[src/rtl/llpm_pkg.sv]
package llpm_pkg;

  localparam int TABLE_DEPTH = 64;
  localparam int IDX_W       = (TABLE_DEPTH > 1) ? $clog2(TABLE_DEPTH) : 1;
  localparam int CNT_W       = $clog2(TABLE_DEPTH + 1);
  localparam int ADDR_W      = 32;
  localparam int LEN_W       = 6;
  localparam int FUNC_W      = 2;
  localparam int STAT_W      = 3;

  localparam logic [LEN_W-1:0]  MAX_PREFIX_LEN = LEN_W'(ADDR_W);
  localparam logic [ADDR_W-1:0] ALL_ONES       = '1;

  typedef enum logic [FUNC_W-1:0] {
    FN_APPEND = 2'd0,
    FN_LOOKUP = 2'd1,
    FN_CLEAR  = 2'd2
  } func_t;

  typedef enum logic [STAT_W-1:0] {
    ST_STORED  = 3'd0,
    ST_FULL    = 3'd1,
    ST_FOUND   = 3'd2,
    ST_NOROUTE = 3'd3,
    ST_CLEARED = 3'd4
  } status_t;

  typedef enum logic [1:0] {
    S_IDLE,
    S_SEARCH,
    S_HOLD
  } state_t;

  typedef struct packed {
    logic [FUNC_W-1:0] func;
    logic [ADDR_W-1:0] lookup_addr;
    logic [ADDR_W-1:0] route_prefix;
    logic [LEN_W-1:0]  prefix_len;
    logic [ADDR_W-1:0] hop_addr;
  } in_req_t;

  typedef struct packed {
    logic [STAT_W-1:0] status;
    logic [ADDR_W-1:0] next_hop;
  } out_res_t;

  // one route entry as held in a cell
  typedef struct packed {
    logic [ADDR_W-1:0] prefix;
    logic [LEN_W-1:0]  len;
    logic [ADDR_W-1:0] hop;
  } entry_t;

  // table control broadcast to every cell
  typedef struct packed {
    logic             wr_en;
    logic [IDX_W-1:0] wr_idx;
    logic [CNT_W-1:0] entry_count;
  } tbl_ctl_t;

  // search request walking down the chain
  typedef struct packed {
    logic              found;
    logic [ADDR_W-1:0] addr;
    logic [ADDR_W-1:0] hop;
  } token_t;

  function automatic logic [ADDR_W-1:0] prefix_mask(input logic [LEN_W-1:0] len);
    // len is at most 32: length 0 gives an empty mask, 32 a full one
    prefix_mask = ~(ALL_ONES >> len);
  endfunction

endpackage

[src/rtl/llpm_cell.sv]
module llpm_cell import llpm_pkg::*; (
  input  logic             clk,
  input  logic             rst_n,
  input  logic [IDX_W-1:0] cell_idx,
  input  tbl_ctl_t         tbl_ctl,
  input  entry_t           wr_entry,
  input  logic             tok_vld_in,
  input  token_t           tok_in,
  output logic             tok_vld_out,
  output token_t           tok_out
);

  entry_t entry_r;
  logic   tok_vld_r;
  token_t tok_r;
  token_t tok_nxt;
  logic   active;
  logic   hit;

  always_ff @(posedge clk) begin
    if (tbl_ctl.wr_en && (tbl_ctl.wr_idx == cell_idx)) begin
      entry_r <= wr_entry;
    end
  end

  assign active = CNT_W'(cell_idx) < tbl_ctl.entry_count;
  assign hit    = active &&
                  (((entry_r.prefix ^ tok_in.addr) & prefix_mask(entry_r.len)) == '0);

  always_comb begin
    tok_nxt = tok_in;
    // first hit wins; later cells pass the token on untouched
    if (!tok_in.found && hit) begin
      tok_nxt.found = 1'b1;
      tok_nxt.hop   = entry_r.hop;
    end
  end

  always_ff @(posedge clk) begin
    if (!rst_n) begin
      tok_vld_r <= 1'b0;
    end else begin
      tok_vld_r <= tok_vld_in;
    end
  end

  always_ff @(posedge clk) begin
    tok_r <= tok_nxt;
  end

  assign tok_vld_out = tok_vld_r;
  assign tok_out     = tok_r;

endmodule

[config.mk]
export PLATFORM = sky130hd
export DESIGN_NAME = llpm_cell
export DESIGN_NICKNAME = d
export VERILOG_FILES = /design/src/rtl/llpm_pkg.sv /design/src/rtl/llpm_cell.sv
export SDC_FILE = /design/constraint.sdc
export NUM_CORES = 1
export LEC_CHECK = 0
export ABC_AREA = 0
export ABC_CLOCK_PERIOD_IN_PS = 10750
export BUFFER_PORTS_ARGS = -buffer_cell sky130_fd_sc_hd__buf_2
export CAP_MARGIN = 10
export CORE_ASPECT_RATIO = 0.7
export CORE_UTILIZATION = 41
export CTS_CLUSTER_DIAMETER = 60
export CTS_CLUSTER_SIZE = 12
export DETAILED_ROUTE_END_ITERATION = 7
export PLACE_DENSITY = 0.75
export SYNTH_ARGS = -nofsm -noshare
export SYNTH_HDL_FRONTEND = slang
export SYNTH_SLANG_ARGS = --single-unit
export TNS_END_PERCENT = 5
[constraint.sdc]
create_clock -name clk -period 10.75 [get_ports clk]
set_input_delay 3.225 -clock clk [delete_from_list [all_inputs] [get_ports clk]]
set_output_delay 3.225 -clock clk [all_outputs]
set_load 0.01 [all_outputs]
Word level (Yosys, flattened, before mapping) --
Cells that the tools add are included.
Operators by class: muxes and demuxes 1, equal/unequal tests 1, shift operators 1, bitwise gates (word level) 3, magnitude comparators 1, reductions and logical operators 5
Operator list (count):
- $and A32 B32 Y32 | 1
- $logic_not A32 Y1 | 1
- $mux W32 | 1
- $not A32 Y32 | 1
- $shr A32 B6 Y32 const A | 1
- $xor A32 B32 Y32 | 1
- $lt A6 B7 Y1 | 1
- $eq A6 B6 Y1 | 1
- $logic_and A1 B1 Y1 | 3
- $logic_not A1 Y1 | 1
Storage, ports and cells: word-level logic and storage cells 19, output and inout port bits 66, register bits after elaboration 136, input port bits 158

Logic depth before layout (Yosys ltp) --
Gate-level depths: netlist (run 1).
word-level depth 7, depth in mapped cells 9, gate-level depth less buffers 8

Worst setup path after synthesis (run 1) --
No wires, ideal clock.
kind input to register, from input tbl_ctl[8] in the netlist's numbering, to register entry_r[0] in the netlist's numbering, enable pin, arrival time 10.128 ns, path slack -0.048 ns, required time 10.080 ns, buffers on the path 0, stages on the path 2, cell sequence xor2_1 > nor4_1
Between the ends: longest elaborated chain between the ends 2
RTL lines:
- start, declared | line llpm_cell.sv:5 | input tbl_ctl_t tbl_ctl,
- $eq A6 B6 Y1 | line llpm_cell.sv:21 | if (tbl_ctl.wr_en && (tbl_ctl.wr_idx == cell_idx)) begin
- $logic_and A1 B1 Y1 | line llpm_cell.sv:21
- end signal, assigned | line llpm_cell.sv:22 | entry_r <= wr_entry;
- end, declared | line llpm_cell.sv:13 | entry_t entry_r;
Every way passes these cells. A chain may end at the register's enable or synchronous reset.

==> results.sh, run 1 <==
export IMPL_drc=0
export IMPL_grt_setup_unrepaired="no"
export IMPL_cp_arrival_ns=5.79
export IMPL_dp_cells=669
export IMPL_async_flop_share_pct=0
export IMPL_clockBufferDepth=2
export IMPL_fin_crit_ns=5.51
export IMPL_clkSlewWorstSetupHoldPaths_ns=0.06
export IMPL_insertion_delay_ns=0.40
export IMPL_synthTopCellsByArea="edfxtp_1 (44%), dfxtp_1 (28%), mux2_1 (6.9%)"
export IMPL_worst_clock_skew_ns=0.0104
export IMPL_synth_top_area_cell="edfxtp_1"
export IMPL_wl_mm=11.0
export IMPL_setup_tns_ns=0
export IMPL_worst_pin_slew_ns=0.925
export IMPL_die_w_um=131
export IMPL_synth_edf_count=70
export IMPL_ios=224
export IMPL_final_util_pct=59.2
export IMPL_initial_core_util_pct=42.6
export IMPL_nets=698
export IMPL_post_cts_setup_buffer_count=0
export IMPL_synth_nets=463
export IMPL_instances_no_fill=701
export IMPL_htreeDepth=4
export IMPL_critPathKind="primary input to flip-flop"
export IMPL_synth_seq_area_share_pct=72.2
export IMPL_finalPower_uw=1200
export IMPL_cp_required_ns=11.02
export IMPL_grt_pass1_wl_mm=16.3
export IMPL_area_growth_pct=39.0
export IMPL_synth_top_area_share_pct=44.4
export IMPL_grt_max_degree=71
export IMPL_p_per_area_nw_per_um2=182
export IMPL_diodes=0
export IMPL_max_freq_mhz=181
export IMPL_ctsResizeCount=0
export IMPL_holdWs_ns=0.447
export IMPL_postSynthAreaPerCell_sq_um=15.8
export IMPL_synth_most_common_cell="edfxtp_1"
export IMPL_grt_pass1_vias=3375
export IMPL_rows=32
export IMPL_routed_via_density=4.72
export IMPL_finalSetupViolCount=0
export IMPL_cts_buffers=17
export IMPL_crit_fanout=33
export IMPL_relSlewSlack_pct=38.3
export IMPL_drive_gt1_share_pct=46.9
export IMPL_firstDrtPassIters=4
export IMPL_power_leakage_uw=0.00282
export IMPL_finalCritPeriodShare_pct=51.3
export IMPL_ys_ff_latch=136
export IMPL_syn_inst=300
export IMPL_start_kind="primary input"
export IMPL_grtUsageTotal_pct=18.4
export IMPL_slew_viol_final=0
export IMPL_vias=3310
export IMPL_wire_per_inst_um=15.7
export IMPL_drt_initial_drc_count=133
export IMPL_overflow=0
export IMPL_antenna_found_initial=0
export IMPL_portBuffers=223
export IMPL_core_area_sq_um=11100
export IMPL_die_area_sq_um=12000
export IMPL_hold_buffers=0
export IMPL_status="finished, final reports clean"
export IMPL_critPathCaptureType="flip-flop"
export IMPL_cts_tree="built"
export IMPL_hold_viol_final=0
export IMPL_synthesis_area_sq_um=4740
export IMPL_die_height_um=92.0
export IMPL_ant_nets=0
export IMPL_root_buffer="clkbuf_16"
export IMPL_drv_cap=0
export IMPL_yosys_warnings=0
export IMPL_hold_path_class="flip-flop to flip-flop"
export IMPL_synthTopCellsByCount="edfxtp_1 (70), dfxtp_1 (66), mux2_1 (29), xnor2_1 (21), xor2_1 (17)"
export IMPL_synth_main_ff_cell="edfxtp_1"
export IMPL_ir_drop_v=0.000110
export IMPL_gp_congestion=0.854
export IMPL_cts_sinks=136
export IMPL_ys_types=46
export IMPL_place_detailed_hpwl_mm=8.15
sequential cells by signal (all words and copies together), names as in the netlist:
| signal | flops |
|---|---|
| tok_out | 65 |
| entry_r | 70 |
| tok_vld_out | 1 |
power breakdown:
| group | total, uW | switching, uW | leakage, uW | internal [uW] |
|---|---|---|---|---|
| clock network | 556 | 201 | 0.000274 | 355 |
| registers | 567 | 4.55 | 0.00119 | 562 |
| logic | 78.7 | 36.6 | 0.00136 | 42.1 |
worst max-delay path, stage by stage:
cell      delay [ns]
buf_2           0.11
ha_1            0.30
a21o_1          0.16
a21oi_1         0.18
o211ai_1        0.10
or4b_1          0.59
nor4_4          0.27
buf_4           0.44
mux2_2          0.39
cell families after synthesis:
group	after synthesis	share of synthesized area (%)
DFF	136	72.2
AOI/OAI and AO/OA	46	6.52
xor gates and xnor gates	38	7.02
muxes	32	7.60
and+or+nand+nor	25	3.25
buffers and inverters	17	1.85
adders and majority gates	6	1.53
through the flow:
stage,cell area [sq um],setup slack (ns)
floorplan,4750,2.93
finish,6590,5.24
detailed placement,6020,4.80
global placement,6020,4.84
CTS,6590,5.21
global route,6590,5.06
layout make-up:
type | count | area, sq um
Inverter | 8 | 30.0
Sequential cell | 136 | 3420
Timing Repair Buffer | 225 | 1130
Multi-Input combinational cell | 147 | 1240
Tap cell | 153 | 191
Clock buffer | 24 | 473
Clock inverter | 8 | 96.3
Fill cell | 931 | 4540
worst paths after layout:
kind / slack [ns] / depth (start not counted) / start / end
max: 5.24 / 9 / cell_idx[4] / tok_out[31]
max reg2reg: 7.43 / 7 / entry_r[35] / tok_out[31]
min reg2reg: 0.45 / 1 / entry_r[24] / tok_out[24]
min: 0.45 / 1 / entry_r[24] / tok_out[24]
layout by cell type, fill, tap and decap left out, types with 3 or more instances in the layout:
cell type / Yosys / final
clkbuf_16: 0 / 18
inv_1: 8 / 8
dfxtp_1: 66 / 66
ha_1: 5 / 5
edfxtp_1: 70 / 70
clkbuf_1: 5 / 6
mux2_2: 3 / 3
xor2_1: 17 / 17
clkinv_2: 0 / 3
mux2_1: 29 / 29
o21ai_0: 6 / 6
o211ai_1: 4 / 4
buf_2: 1 / 223
nand3_1: 4 / 4
xnor2_1: 21 / 21
nor2_1: 5 / 5
a21oi_1: 15 / 15
nand2_1: 3 / 3
routing by layer:
layer	share of wire (%)	vias up	global-route usage (%)	wire, um
met3	7.4	6	5.13	821
met2	49	156	30.1	5380
met5	0	-	0	0
met4	0.64	0	8.24	71
li1	-	1577	-	-
met1	43	1571	22.5	4760
No activity file was read; power rests on OpenSTA's default activity.
==> run 2, diff against run 1 <==
ABC_AREA = 1   (was 0)
ABC_CLOCK_PERIOD_IN_PS = 4440   (was 10750)
CORE_UTILIZATION = 43   (was 41)
PLACE_DENSITY = 0.76   (was 0.75)
clock period = 4.44 ns   (was 10.75 ns; I/O delays follow)
==> results.sh, run 2 <==
export IMPL_post_cts_setup_buffer_count=0
export IMPL_largest_reg_flops=70
export IMPL_final_cell_mix="buf_2 (223), nand2_1 (176), edfxtp_1 (70)"
export IMPL_start_kind="primary input"
export IMPL_synth_nets=677
export IMPL_endpoint="tok_out[29]"
export IMPL_hp_start="entry_r[1]"
export IMPL_cpMaxStageDelayCell="nand3_2"
export IMPL_root_buffer="clkbuf_16"
export IMPL_ctsResizeCount=0
export IMPL_place_detailed_hpwl_mm=9.52
export IMPL_postPlaceCellArea_sq_um=6430
export IMPL_cts_buffers=17
export IMPL_p_per_area_nw_per_um2=423
export IMPL_r2r_start="entry_r[37]"
export IMPL_drt_initial_drc_count=299
export IMPL_vias=4304
export IMPL_ys_types=25
export IMPL_die_w_um=133
export IMPL_critPathCaptureType="flip-flop"
export IMPL_synthTopCellsByArea="edfxtp_1 (40%), dfxtp_1 (25%), nand2_1 (13%)"
export IMPL_crit_start="cell_idx[5]"
export IMPL_wl_met3_mm=1.16
export IMPL_synth_most_common_cell="nand2_1"
export IMPL_fillers=992
export IMPL_antenna_found_initial=1
export IMPL_crit_family="simple AND/OR/NAND/NOR gates"
export IMPL_overflow=0
export IMPL_nets=911
export IMPL_grt_setup_unrepaired="no"
export IMPL_synth_main_ff_cell="edfxtp_1"
export IMPL_routed_via_density=4.69
export IMPL_top_layer="met5"
export IMPL_crit_cells=10
export IMPL_ff2ff_setup_slack_ns=1.91
export IMPL_finalSetupViolCount=0
export IMPL_synth_top_area_cell="edfxtp_1"
export IMPL_worst_pin_slew_ns=0.920
export IMPL_grt_pass1_vias=4056
export IMPL_grtUsageTotal_pct=20.3
export IMPL_ys_ff_latch=136
export IMPL_diodes=0
export IMPL_syn_inst=514
export IMPL_holdWs_ns=0.470
export IMPL_drc=0
export IMPL_cts_tree="built"
export IMPL_worst_clock_skew_ns=0.0122
export IMPL_rows=33
export IMPL_die_height_um=94.0
export IMPL_drive_gt1_share_pct=35.1
export IMPL_setup_tns_ns=0
export IMPL_cp_required_ns=4.72
export IMPL_power_leakage_uw=0.00345
export IMPL_synth_top_area_share_pct=40.4
export IMPL_crit_fanout=33
export IMPL_largest_register="entry_r"
export IMPL_path_cells="buf_2, ha_1, a21oi_1, nand4_1, nor2_1, nand2_1, nor2_1, nand3_2, nand2_1, nand2_1"
export IMPL_stdcell_area_sq_um=7020
export IMPL_critPathKind="primary input to flip-flop"
export IMPL_drv_cap=0
export IMPL_cts_sinks=136
export IMPL_crit_top_cell="nand2_1"
export IMPL_async_flop_share_pct=0
export IMPL_finalPower_uw=2970
export IMPL_slew_viol_final=0
export IMPL_r2r_cells=10
export IMPL_yosys_warnings=0
export IMPL_grt_max_degree=71
export IMPL_crit_buf_inv=1
export IMPL_final_common_cell="buf_2"
export IMPL_cp_arrival_ns=3.23
export IMPL_hold_buffers=0
export IMPL_gp_congestion=0.926
export IMPL_initial_core_util_pct=44.3
export IMPL_r2r_end="tok_out[29]"
export IMPL_met1_length_mm=5.34
export IMPL_wire_per_inst_um=13.7
export IMPL_hold_viol_final=0
export IMPL_hold_path_class="flip-flop to flip-flop"
export IMPL_clockBufferDepth=2
export IMPL_seq_area_sq_um=3420
export IMPL_ios=224
export IMPL_portBuffers=223
export IMPL_clkSlewWorstSetupHoldPaths_ns=0.06
export IMPL_die_area_sq_um=12500
export IMPL_synth_seq_area_share_pct=65.8
export IMPL_finalCritPeriodShare_pct=66.3
export IMPL_postSynthAreaPerCell_sq_um=10.1
export IMPL_wl_mm=12.6
export IMPL_synth_edf_count=70
export IMPL_area_growth_pct=35.1
export IMPL_htreeDepth=4
export IMPL_firstDrtPassIters=5
export IMPL_multiInputGateArea_sq_um=1510
export IMPL_critPathMaxStageDelay_ns=0.53
export IMPL_synthTopCellsByCount="nand2_1 (176), edfxtp_1 (70), dfxtp_1 (66), nand3_1 (52), inv_1 (45)"
export IMPL_grt_pass1_wl_mm=19.1
export IMPL_status="finished, final reports clean"
export IMPL_ant_nets=0
export IMPL_synthesis_area_sq_um=5200
export IMPL_insertion_delay_ns=0.40
export IMPL_relSlewSlack_pct=38.6
export IMPL_max_freq_mhz=340
export IMPL_ir_drop_v=0.000272
export IMPL_wl_met2_mm=5.98
export IMPL_fin_crit_ns=2.95
export IMPL_core_area_sq_um=11700
[run 2: stage by stage]
stage	setup slack, ns	utilization (%)	cells
2_1_floorplan	0.482	-	514
3_3_place_gp	1.17	54.9	886
3_5_place_dp	1.10	54.9	886
4_1_cts	1.52	59.9	918
5_1_grt	1.31	59.9	918
6_report	1.49	59.9	918
[run 2: final cells by class]
class | instances | share of cell area (%)
clock buffer | 17 | 6.06
clock inverter | 15 | 2.35
inverter | 46 | 2.46
multi-input combinational | 322 | 21.5
sequential | 136 | 48.7
tap | 157 | 2.80
timing repair buffer | 225 | 16.1
[run 2: worst reg2reg max path, cell delays in order (launching register included)]
cell and delay [ns]:
edfxtp_1 0.54, nor2_4 0.31, nand2_1 0.15, o21ai_1 0.18, nand2_1 0.07, nor2_1 0.08
nand2_1 0.05, nor2_1 0.16, nand3_2 0.53, nand2_1 0.27, nand2_1 0.07
[run 2: kinds of logic (layout without fill, tap and decap cells)]
kind of cell	after synthesis	after routing	share of synthesized area (%)
AOI/OAI and AO/OA	17	17	1.73
xor gates and xnor gates	20	20	3.37
adders and majority gates	5	5	1.20
buffers and inverters	56	303	5.37
DFF	136	136	65.8
and+or+nand+nor	280	280	22.5
[run 2: worst min path at each step]
stage / depth (start not counted) / to
floorplan: 2 / tok_out[0]
global route: 2 / tok_out[17]
CTS: 2 / tok_out[1]
detailed placement: 2 / tok_out[13]
global placement: 2 / tok_out[1]
finish: 2 / tok_out[1]
[run 2: metal layers]
layer  GRT usage, %  up-vias
li1               -     2127
met1           25.6     1973
met2           32.8      189
met3           6.63       13
met4           6.82        2
met5              0        -
[run 2: report_power, final]
| group | internal (uW) | switching [uW] | leakage (uW) |
|---|---|---|---|
| combinational | 101 | 112 | 0.00198 |
| sequential | 1360 | 11.6 | 0.00119 |
| clock | 839 | 546 | 0.000283 |
==> run 3, diff against run 2 <==
ABC_CLOCK_PERIOD_IN_PS = 2550   (was 4440)
clock period = 2.55 ns   (was 4.44 ns; I/O delays follow)
==> results.sh, run 3 (synthesis gave the netlist of run 2 again) <==
export IMPL_status="finished, final reports clean"
export IMPL_firstDrtPassIters=5
export IMPL_slew_viol_final=0
export IMPL_grt_pass1_vias=4096
export IMPL_place_detailed_hpwl_mm=9.71
export IMPL_critPathCaptureType="flip-flop"
export IMPL_insertion_delay_ns=0.41
export IMPL_ir_drop_v=0.000635
export IMPL_routed_via_density=4.64
export IMPL_antenna_found_initial=0
export IMPL_holdWs_ns=0.472
export IMPL_ctsResizeCount=0
export IMPL_power_leakage_uw=0.00351
export IMPL_overflow=0
export IMPL_gp_congestion=0.917
export IMPL_largest_register="entry_r"
export IMPL_path_cells="nor2_4, nand2_1, nand2_1, nand3_1, nor2_1, nand3_1, nor2_4, buf_12, nand3_1, nand2_1"
export IMPL_cp_required_ns=2.90
export IMPL_post_cts_setup_buffer_count=0
export IMPL_die_area_sq_um=12500
export IMPL_cts_buffers=17
export IMPL_crit_fanout=32
export IMPL_drive_gt1_share_pct=35.9
export IMPL_drv_cap=0
export IMPL_core_area_sq_um=11700
export IMPL_critPathKind="flip-flop to flip-flop"
export IMPL_worst_pin_slew_ns=0.338
export IMPL_nets=914
export IMPL_cts_sinks=136
export IMPL_wl_mm=12.6
export IMPL_diodes=0
export IMPL_clkSlewWorstSetupHoldPaths_ns=0.06
export IMPL_vias=4274
export IMPL_grtUsageTotal_pct=20.5
export IMPL_hold_buffers=0
export IMPL_worst_clock_skew_ns=0.00788
export IMPL_die_height_um=94.0
export IMPL_start_kind="flip-flop"
export IMPL_rows=33
export IMPL_finalSetupViolCount=0
export IMPL_wire_per_inst_um=13.7
export IMPL_cts_tree="built"
export IMPL_final_util_pct=61.1
export IMPL_critPathMaxStageDelay_ns=0.54
export IMPL_max_freq_mhz=483
export IMPL_hold_path_class="flip-flop to flip-flop"
export IMPL_area_growth_pct=37.9
export IMPL_drc=0
export IMPL_ant_nets=0
export IMPL_p_per_area_nw_per_um2=744
export IMPL_cpMaxStageDelayCell="edfxtp_1"
export IMPL_multiInputGateArea_sq_um=1520
export IMPL_hold_viol_final=0
export IMPL_portBuffers=223
export IMPL_fillers=987
export IMPL_ios=224
export IMPL_die_w_um=133
export IMPL_fin_crit_ns=2.07
export IMPL_initial_core_util_pct=44.3
export IMPL_final_common_cell="buf_2"
export IMPL_finalCritPeriodShare_pct=81.1
export IMPL_grt_setup_unrepaired="no"
export IMPL_final_cell_mix="buf_2 (223), nand2_1 (175), edfxtp_1 (70)"
export IMPL_root_buffer="clkbuf_16"
export IMPL_drt_initial_drc_count=220
export IMPL_largest_reg_flops=70
export IMPL_cp_arrival_ns=2.42
export IMPL_relSlewSlack_pct=77.4
export IMPL_clockBufferDepth=2
export IMPL_grt_max_degree=40
export IMPL_htreeDepth=4
export IMPL_seq_area_sq_um=3420
export IMPL_grt_pass1_wl_mm=19.4
[run 3: cell count changes in the layout (fill, tap and decap cells not counted), moves of 2 or more]
cell,change
inv_1,-3
buf_4,-2
clkinv_4,+2
clkinvlp_4,-3
bufinv_16,+2
buf_12,+5
[run 3: report_power, final]
group	switching [uW]	internal [uW]	total (uW)
registers	21.1	2370	2390
clock network	919	1650	2560
logic	197	180	377
total	1140	4200	5340
[run 3: through the flow]
stage	setup WS [ns]	setup TNS (ns)	cell area (sq um)	cells	total power [uW]
after floorplan	-0.818	-57.23	5240	514	2590
after global placement	0.241	0	6540	889	2800
after detailed placement	0.143	0	6540	889	2820
after CTS	0.488	0	7170	921	5380
after global routing	0.273	0	7170	921	5530
final	0.481	0	7170	921	5340
[run 3: area by class of cell]
type / instances / share of cell area (%)
inverters: 46 / 2.65
repair buffers: 228 / 17.0
clock buffers: 18 / 5.99
flip-flops and latches: 136 / 47.7
clock inverters: 14 / 2.74
well taps: 157 / 2.74
multi-input cells: 322 / 21.2
[run 3: worst paths after layout]
| kind | cells past startpoint | end | start | slack [ns] |
|---|---|---|---|---|
| max | 10 | tok_out[5] | entry_r[37] | 0.48 |
| min | 2 | tok_out[20] | entry_r[20] | 0.47 |
| max reg2reg | 10 | tok_out[5] | entry_r[37] | 0.48 |
| min reg2reg | 2 | tok_out[20] | entry_r[20] | 0.47 |
[run 3: critical path: cells and delay by family, from the launching register on]
| family | cells | cell delay (ns) |
|---|---|---|
| DFF | 1 | 0.54 |
| buffers and inverters | 1 | 0.18 |
| and+or+nand+nor | 9 | 1.28 |
[run 3: routing by layer]
metal	vias to the layer above	global-route usage (%)	part of all wire (%)
li1	2137	-	-
met3	16	5.77	7.6
met2	206	33.3	48
met5	-	0	0
met1	1915	25.8	43
met4	0	8.52	1.3
